## src/far_pkg.sv

```systemverilog
// ----------------------------------------------------------------------------
// Fraction add-reduce package
// Widths, controller state encoding and the command/status structs shared
// between the controller and the datapath.
// ----------------------------------------------------------------------------
package far_pkg;

  localparam int unsigned OperandWidth = 16;
  localparam int unsigned DenWidth     = 2 * OperandWidth;
  localparam int unsigned NumWidth     = 2 * OperandWidth + 1;
  localparam int unsigned CountWidth   = $clog2(NumWidth + 1);

  typedef enum logic [6:0] {
    ST_IDLE  = 7'b0000001,
    ST_MUL   = 7'b0000010,
    ST_SUM   = 7'b0000100,
    ST_GCD   = 7'b0001000,
    ST_DIVN  = 7'b0010000,
    ST_DIVD  = 7'b0100000,
    ST_OUT   = 7'b1000000
  } state_t;

  typedef struct packed {
    logic load;
    logic mul;
    logic sum;
    logic gcd_step;
    logic div_start_num;
    logic div_start_den;
    logic div_step;
  } cmd_t;

  typedef struct packed {
    logic gcd_done;
    logic div_done;
  } status_t;

endpackage

```

## src/far_datapath.sv

```systemverilog
// ----------------------------------------------------------------------------
// Fraction add-reduce datapath
// Products, cross sum, subtractive binary GCD and a restoring bit-serial
// divider shared by the numerator and denominator divisions.
// ----------------------------------------------------------------------------
module far_datapath (
  input  logic                                 clk,
  input  far_pkg::cmd_t                        cmd,
  output far_pkg::status_t                     status,
  input  logic [far_pkg::OperandWidth-1:0]     a_num,
  input  logic [far_pkg::OperandWidth-1:0]     a_den,
  input  logic [far_pkg::OperandWidth-1:0]     b_num,
  input  logic [far_pkg::OperandWidth-1:0]     b_den,
  output logic [far_pkg::NumWidth-1:0]         sum_num,
  output logic [far_pkg::DenWidth-1:0]         sum_den
);

  localparam int unsigned W  = far_pkg::OperandWidth;
  localparam int unsigned NW = far_pkg::NumWidth;
  localparam int unsigned DW = far_pkg::DenWidth;
  localparam int unsigned CW = far_pkg::CountWidth;

  logic [W-1:0]    an_r, ad_r, bn_r, bd_r;
  logic [DW-1:0]   p1_r, p2_r, den_r;
  logic [NW-1:0]   num_r;
  logic [NW-1:0]   gu_r, gv_r;
  logic [CW-1:0]   gk_r;
  logic [NW-1:0]   gdiv_r;
  logic [NW-1:0]   dq_r, drem_r, sum_num_r;
  logic [CW-1:0]   dcnt_r;
  logic [NW:0]     dtrial;
  logic [NW-1:0]   drem_sh;
  logic            gcd_done, div_done;

  always_ff @(posedge clk) begin
    if (cmd.load) begin
      an_r <= a_num;
      ad_r <= a_den;
      bn_r <= b_num;
      bd_r <= b_den;
    end
    if (cmd.mul) begin
      p1_r  <= DW'(an_r) * DW'(bd_r);
      p2_r  <= DW'(bn_r) * DW'(ad_r);
      den_r <= DW'(ad_r) * DW'(bd_r);
    end
    if (cmd.sum) begin
      num_r <= {1'b0, p1_r} + {1'b0, p2_r};
      gu_r  <= {1'b0, p1_r} + {1'b0, p2_r};
      gv_r  <= {1'b0, den_r};
      gk_r  <= '0;
    end
    // Binary GCD over u, v with the shared factor of two counted in gk_r.
    if (cmd.gcd_step) begin
      if (!gu_r[0] && !gv_r[0]) begin
        gu_r <= gu_r >> 1;
        gv_r <= gv_r >> 1;
        gk_r <= gk_r + CW'(1);
      end else if (!gu_r[0]) begin
        gu_r <= gu_r >> 1;
      end else if (!gv_r[0]) begin
        gv_r <= gv_r >> 1;
      end else if (gu_r >= gv_r) begin
        gu_r <= (gu_r - gv_r) >> 1;
      end else begin
        gv_r <= (gv_r - gu_r) >> 1;
      end
    end
    if (cmd.div_start_num) begin
      if (num_r == '0 || den_r == '0) begin
        gdiv_r <= NW'(1);
      end else begin
        gdiv_r <= (gu_r == '0) ? (gv_r << gk_r) : (gu_r << gk_r);
      end
      dq_r   <= num_r;
      drem_r <= '0;
      dcnt_r <= '0;
    end else if (cmd.div_start_den) begin
      sum_num_r <= dq_r;
      dq_r      <= {1'b0, den_r};
      drem_r    <= '0;
      dcnt_r    <= '0;
    end else if (cmd.div_step) begin
      if (!dtrial[NW]) begin
        drem_r <= dtrial[NW-1:0];
        dq_r   <= {dq_r[NW-2:0], 1'b1};
      end else begin
        drem_r <= drem_sh;
        dq_r   <= {dq_r[NW-2:0], 1'b0};
      end
      dcnt_r <= dcnt_r + CW'(1);
    end
  end

  assign drem_sh = {drem_r[NW-2:0], dq_r[NW-1]};
  assign dtrial  = {1'b0, drem_sh} - {1'b0, gdiv_r};

  assign gcd_done = (gu_r == '0) || (gv_r == '0);
  assign div_done = (dcnt_r == CW'(NW));
  assign status   = '{gcd_done: gcd_done, div_done: div_done};

  assign sum_num = sum_num_r;
  assign sum_den = dq_r[DW-1:0];

endmodule

```

## src/far_ctrl.sv

```systemverilog
// ----------------------------------------------------------------------------
// Fraction add-reduce controller
// Sequences load, multiply, sum, GCD and the two divisions, then holds the
// result for one transfer.
// ----------------------------------------------------------------------------
module far_ctrl (
  input  logic             clk,
  input  logic             rst_n,
  input  logic             in_fire,
  input  logic             out_fire,
  input  far_pkg::status_t status,
  output far_pkg::cmd_t    cmd,
  output logic             busy,
  output logic             out_valid
);

  far_pkg::state_t state_r, state_nxt;

  always_ff @(posedge clk) begin
    if (!rst_n) state_r <= far_pkg::ST_IDLE;
    else        state_r <= state_nxt;
  end

  always_comb begin
    state_nxt = state_r;
    cmd       = '0;
    unique case (state_r)
      far_pkg::ST_IDLE: begin
        if (in_fire) begin
          cmd.load  = 1'b1;
          state_nxt = far_pkg::ST_MUL;
        end
      end
      far_pkg::ST_MUL: begin
        cmd.mul   = 1'b1;
        state_nxt = far_pkg::ST_SUM;
      end
      far_pkg::ST_SUM: begin
        cmd.sum   = 1'b1;
        state_nxt = far_pkg::ST_GCD;
      end
      far_pkg::ST_GCD: begin
        if (status.gcd_done) begin
          cmd.div_start_num = 1'b1;
          state_nxt         = far_pkg::ST_DIVN;
        end else begin
          cmd.gcd_step = 1'b1;
        end
      end
      far_pkg::ST_DIVN: begin
        if (status.div_done) begin
          cmd.div_start_den = 1'b1;
          state_nxt         = far_pkg::ST_DIVD;
        end else begin
          cmd.div_step = 1'b1;
        end
      end
      far_pkg::ST_DIVD: begin
        if (status.div_done) begin
          state_nxt = far_pkg::ST_OUT;
        end else begin
          cmd.div_step = 1'b1;
        end
      end
      far_pkg::ST_OUT: if (out_fire) state_nxt = far_pkg::ST_IDLE;
      default: state_nxt = far_pkg::ST_IDLE;
    endcase
  end

  assign busy      = (state_r != far_pkg::ST_IDLE);
  assign out_valid = (state_r == far_pkg::ST_OUT);

endmodule

```

## src/fraction_add_reduce_unit.sv

```systemverilog
// ----------------------------------------------------------------------------
// Fraction add-reduce unit
// Adds two unsigned fractions and reduces the sum to lowest terms.
// ----------------------------------------------------------------------------
//  Channel | Role   | tdata fields (low bit up)
//  in_     | slave  | a_num[15:0], a_den[31:16], b_num[47:32], b_den[63:48]
//  out_    | master | sum_num[32:0], sum_den[64:33], zero pad[71:65]
//
//  One item at a time: out_tvalid rises after the input transfer once the
//  multiply, sum, GCD steps (none for a zero sum or denominator) and both
//  33-step bit-serial divisions are done, the divisions taking most of the time.
//  in_tready returns the cycle after the result transfer; a stalled result holds.
//  Reset returns the controller to idle; datapath registers are not reset.
// ----------------------------------------------------------------------------
module fraction_add_reduce_unit (
  input  logic        clk,
  input  logic        rst_n,
  input  logic        in_tvalid,
  output logic        in_tready,
  input  logic [63:0] in_tdata,   // a_num, a_den, b_num, b_den
  output logic        out_tvalid,
  input  logic        out_tready,
  output logic [71:0] out_tdata   // sum_num, sum_den, zero pad
);

  localparam int unsigned W  = far_pkg::OperandWidth;
  localparam int unsigned NW = far_pkg::NumWidth;
  localparam int unsigned DW = far_pkg::DenWidth;

  far_pkg::cmd_t    cmd;
  far_pkg::status_t status;
  logic             busy, out_valid;
  logic             in_fire, out_fire;
  logic [NW-1:0]    sum_num;
  logic [DW-1:0]    sum_den;

  assign in_fire    = in_tvalid && in_tready;
  assign out_fire   = out_tvalid && out_tready;
  assign in_tready  = !busy;
  assign out_tvalid = out_valid;

  far_ctrl u_ctrl (
    .clk       (clk),
    .rst_n     (rst_n),
    .in_fire   (in_fire),
    .out_fire  (out_fire),
    .status    (status),
    .cmd       (cmd),
    .busy      (busy),
    .out_valid (out_valid)
  );

  far_datapath u_datapath (
    .clk     (clk),
    .cmd     (cmd),
    .status  (status),
    .a_num   (in_tdata[W-1:0]),
    .a_den   (in_tdata[2*W-1:W]),
    .b_num   (in_tdata[3*W-1:2*W]),
    .b_den   (in_tdata[4*W-1:3*W]),
    .sum_num (sum_num),
    .sum_den (sum_den)
  );

  assign out_tdata = {7'd0, sum_den, sum_num};

  a_one_side: assert property (@(posedge clk) disable iff (!rst_n)
    !(in_tready && out_tvalid)) else $error("accept while result pending");
  a_out_hold: assert property (@(posedge clk) disable iff (!rst_n)
    out_tvalid && !out_tready |=> out_tvalid && $stable(out_tdata))
    else $error("result changed while stalled");
  a_in_drop: assert property (@(posedge clk) disable iff (!rst_n)
    in_tvalid && in_tready |=> !in_tready)
    else $error("ready held after input transfer");

endmodule
```

## config.mk

```make
export PLATFORM = sky130hd
export DESIGN_NAME = fraction_add_reduce_unit
export DESIGN_NICKNAME = d
export VERILOG_FILES = /design/src/far_pkg.sv /design/src/far_datapath.sv /design/src/far_ctrl.sv /design/src/fraction_add_reduce_unit.sv
export SDC_FILE = /design/constraint.sdc
export NUM_CORES = 2
export LEC_CHECK = 0
export BUFFER_PORTS_ARGS = -buffer_cell sky130_fd_sc_hd__buf_4
export CORE_UTILIZATION = 60
export DETAILED_ROUTE_END_ITERATION = 8
export PLACE_DENSITY_LB_ADDON = 0.2
export SYNTH_ARGS = -nofsm -noshare
export SYNTH_HDL_FRONTEND = slang
export SYNTH_SLANG_ARGS = --single-unit
```

## constraint.sdc

```tcl
create_clock -name clk -period 22.4 [get_ports clk]
set_clock_uncertainty 0.2 [all_clocks]
set_input_delay 1.12 -clock clk [delete_from_list [all_inputs] [get_ports clk]]
set_output_delay 1.12 -clock clk [all_outputs]
set_load 0.03 [all_outputs]
```

==> impl_metrics.ini <==
[status]
run_status = complete, no violations

[synthesis]
synth.distinct_cells = 102
synth_fa_ha_area_share_pct = 34.82
synthXorXnorAreaFrac_pct = 3.330
yosys.area.top_type = fa_1
netlist_top_cells_area = fa_1, edfxtp_1, ha_1
synthCells = 5403
synth_warnings = 0
synth_edf_count = 292
ys_ff_latch = 409
yosys.area.top_type_share_pct = 23.60
async_reset_ff_share_pct = 0
syn_area_per_cell_sq_um = 9.201
synthSimpleGateAreaFrac_pct = 15.55
syn_area_sq_um = 49710
synth-compound-area-share_pct = 11.99
yosys-mux-area-fraction_pct = 2.882
synth_ff_type = edfxtp_1
synth_top_family_by_area = adder cells
yosysSeqAreaShare_pct = 22.35

[clock_network]
clock_path_buffers = 3
post_cts_resized = 0
cts-buffers-inserted = 49
h-tree-depth = 2
cts_tree = done
cts-root-buf = clkbuf_16
postCtsSetupBuffers = 0
clock-sinks = 409
clock_latency_ps = 630
postCtsHoldBufs = 0
cts.clk_slew.worst_paths_ps = 60

[route]
drt-total-wl_um = 140400
drt_iter0_drc = 3673
wl_per_cell_um = 21.70
viasPerCell = 5.999
via_count = 38820
ant_nets = 0
first_pass_iters = 6
drc = 0

[timing]
timing.hold.ws_ps = 269.7
tightest_slew_ps = 1268
rsz0062_at_grt = false
finalCritPeriodShare_pct = 33.27
setup_slack_ps = 14950
fmax_mhz = 134.2
slew_viol_final = 0
hold_viol = 0
finalSetupViolCount = 0
tns_ps = 0
relSlewSlack_pct = 15.18
min_period_ps = 7453

[worst_hold_path]
hold_start = u_datapath.drem_r[25]$_SDFFE_PP0P_
hold_class = flip-flop to flip-flop
whs_endpoint = u_datapath.drem_r[25]$_SDFFE_PP0P_
hold_path_depth = 2

[critical_path]
worstPathMaxFanout = 17
worstPathArrival_ps = 7630
r2r-end = u_datapath.den_r[31]$_DFFE_PP_
r2r_slack_ps = 14950
critPathKind = flip-flop to flip-flop
cp-end-kind = flip-flop
cp-start-kind = flip-flop
cp.required_ps = 22580
reg2reg_from = u_datapath.ad_r[5]$_DFFE_PP_
rr_worst_depth = 23

[global_route]
gr-usage-all-layers_pct = 33.65
grt_start_max_net_pins = 80
grt_pass1_wl_um = 220900
first_global_vias = 39250
grt_overflow_total = 0
grt_antenna_before_repair = 3

[floorplanning]
die-area_sq_um = 84010
die_w_um = 289.8
initial_utilization_pct = 60.64
die_h_um = 289.8
row_count = 105
core_sq_um = 81980
ios = 142

[final_layout]
area.growth.synth_to_final_pct = 6.393
fin_cells = 6471
final_common_cell = inv_1
final_nets = 6459
layout_common_cells = inv_1, nand2_1, fa_1
drive_above_1_share_pct = 6.574
fillers = 6820

[placement]
dp_cells = 6378
place_ws_ps = 15010
gp_congestion = 1.034
hpwl_um = 107500
port_buffers = 134

[flow_run]
drv_cap = 0
==> per-stage QoR <==
step                      cell area, sq um  util, %
after floorplan                      49730        -
after global placement               51240    62.50
after detailed placement             51240    62.50
after CTS                            52890    64.51
after global routing                 52890    64.51
final                                52890    64.52
==> cell type report <==
type                            count  area [sq um]  area share [%]
Multi-Input combinational cell   3859         34150           64.57
Sequential cell                   409         11110           21.01
Inverter                          845          3173           5.999
Timing Repair Buffer              195          1464           2.768
Tap cell                         1070          1339           2.531
Clock buffer                       56          1305           2.467
Clock inverter                     36         345.3          0.6529
Antenna cell                        1         2.502        0.004731
==> cell usage after synthesis, types with 12 or more instances <==
| cell | number |
|---|---|
| a211oi_1 | 38 |
| a21o_1 | 101 |
| a21oi_1 | 230 |
| a221oi_1 | 15 |
| a222oi_1 | 12 |
| a22oi_1 | 39 |
| a31oi_1 | 26 |
| a32oi_1 | 13 |
| and2_1 | 367 |
| and3_1 | 24 |
| buf_2 | 23 |
| buf_4 | 43 |
| clkbuf_1 | 218 |
| dfxtp_1 | 117 |
| edfxtp_1 | 292 |
| fa_1 | 586 |
| ha_1 | 446 |
| inv_1 | 841 |
| mux2_2 | 16 |
| mux2i_1 | 100 |
| nand2_1 | 692 |
| nand2b_1 | 34 |
| nand3_1 | 67 |
| nand4_1 | 27 |
| nor2_1 | 220 |
| nor2b_1 | 29 |
| nor3_1 | 57 |
| nor4_1 | 39 |
| o211ai_1 | 22 |
| o21a_1 | 30 |
| o21ai_0 | 120 |
| o21ai_1 | 43 |
| o21bai_1 | 30 |
| o22ai_1 | 28 |
| o31ai_1 | 22 |
| or3_1 | 15 |
| xnor2_1 | 128 |
| xor2_1 | 61 |
==> worst max-delay path by stage <==
stage,from,to,cells past startpoint
final,u_datapath.ad_r[5]$_DFFE_PP_,u_datapath.den_r[31]$_DFFE_PP_,23
after global routing,u_datapath.ad_r[6]$_DFFE_PP_,u_datapath.den_r[31]$_DFFE_PP_,23
after CTS,u_datapath.ad_r[6]$_DFFE_PP_,u_datapath.den_r[31]$_DFFE_PP_,23
after detailed placement,u_datapath.ad_r[6]$_DFFE_PP_,u_datapath.den_r[31]$_DFFE_PP_,23
after global placement,u_datapath.ad_r[5]$_DFFE_PP_,u_datapath.den_r[31]$_DFFE_PP_,23
after floorplan,u_ctrl.state_r[6]$_SDFFE_PN0P_,u_ctrl.state_r[0]$_SDFFE_PN1P_,5
==> layer usage <==
metal  share of wire, %  GRT usage (%)  vias up
met5             0.0093              0        -
met4                5.5          15.81        2
met3                8.6          5.362      355
met2                 45          53.86     1789
met1                 41          44.99    19010
li1                   -              -    17660
==> sequential cells by signal (all words and copies together) (netlist names), 32 cells and up <==
register / count
u_datapath.num_r: 33
u_datapath.dq_r: 33
u_datapath.den_r: 32
u_datapath.sum_num: 33
u_datapath.drem_r: 32
u_datapath.gu_r: 33
u_datapath.p1_r: 32
u_datapath.gdiv_r: 33
u_datapath.p2_r: 32
u_datapath.gv_r: 33
==> worst max-delay path, cell delays in order, from the launching register on <==
cell and delay [ps]:
edfxtp_1 870, buf_4 370, and2_1 180, fa_1 420
inv_1 80, fa_1 430, fa_1 420, fa_1 500
inv_1 60, fa_1 530, inv_1 50, fa_1 470
inv_1 40, ha_1 330, a21o_1 190, a21o_1 180
a2111oi_2 390, o31ai_1 230, a41oi_1 330, a211o_1 240
nor3_1 90, or3_1 340, a21oi_1 170, xnor2_1 80
==> logic make-up (layout without fill, tap and decap cells) <==
kind of cell / Yosys count / in the layout
simple gates: 1614 / 1614
compound gates: 887 / 887
mux: 130 / 130
flops: 409 / 409
xor+xnor: 189 / 189
fa+ha+maj: 1032 / 1032
buf+inv: 1141 / 1132
other cells: 1 / 8
Power is not shown: default switching activity piles up to over one toggle a cycle in this logic, so the estimate is an artifact.
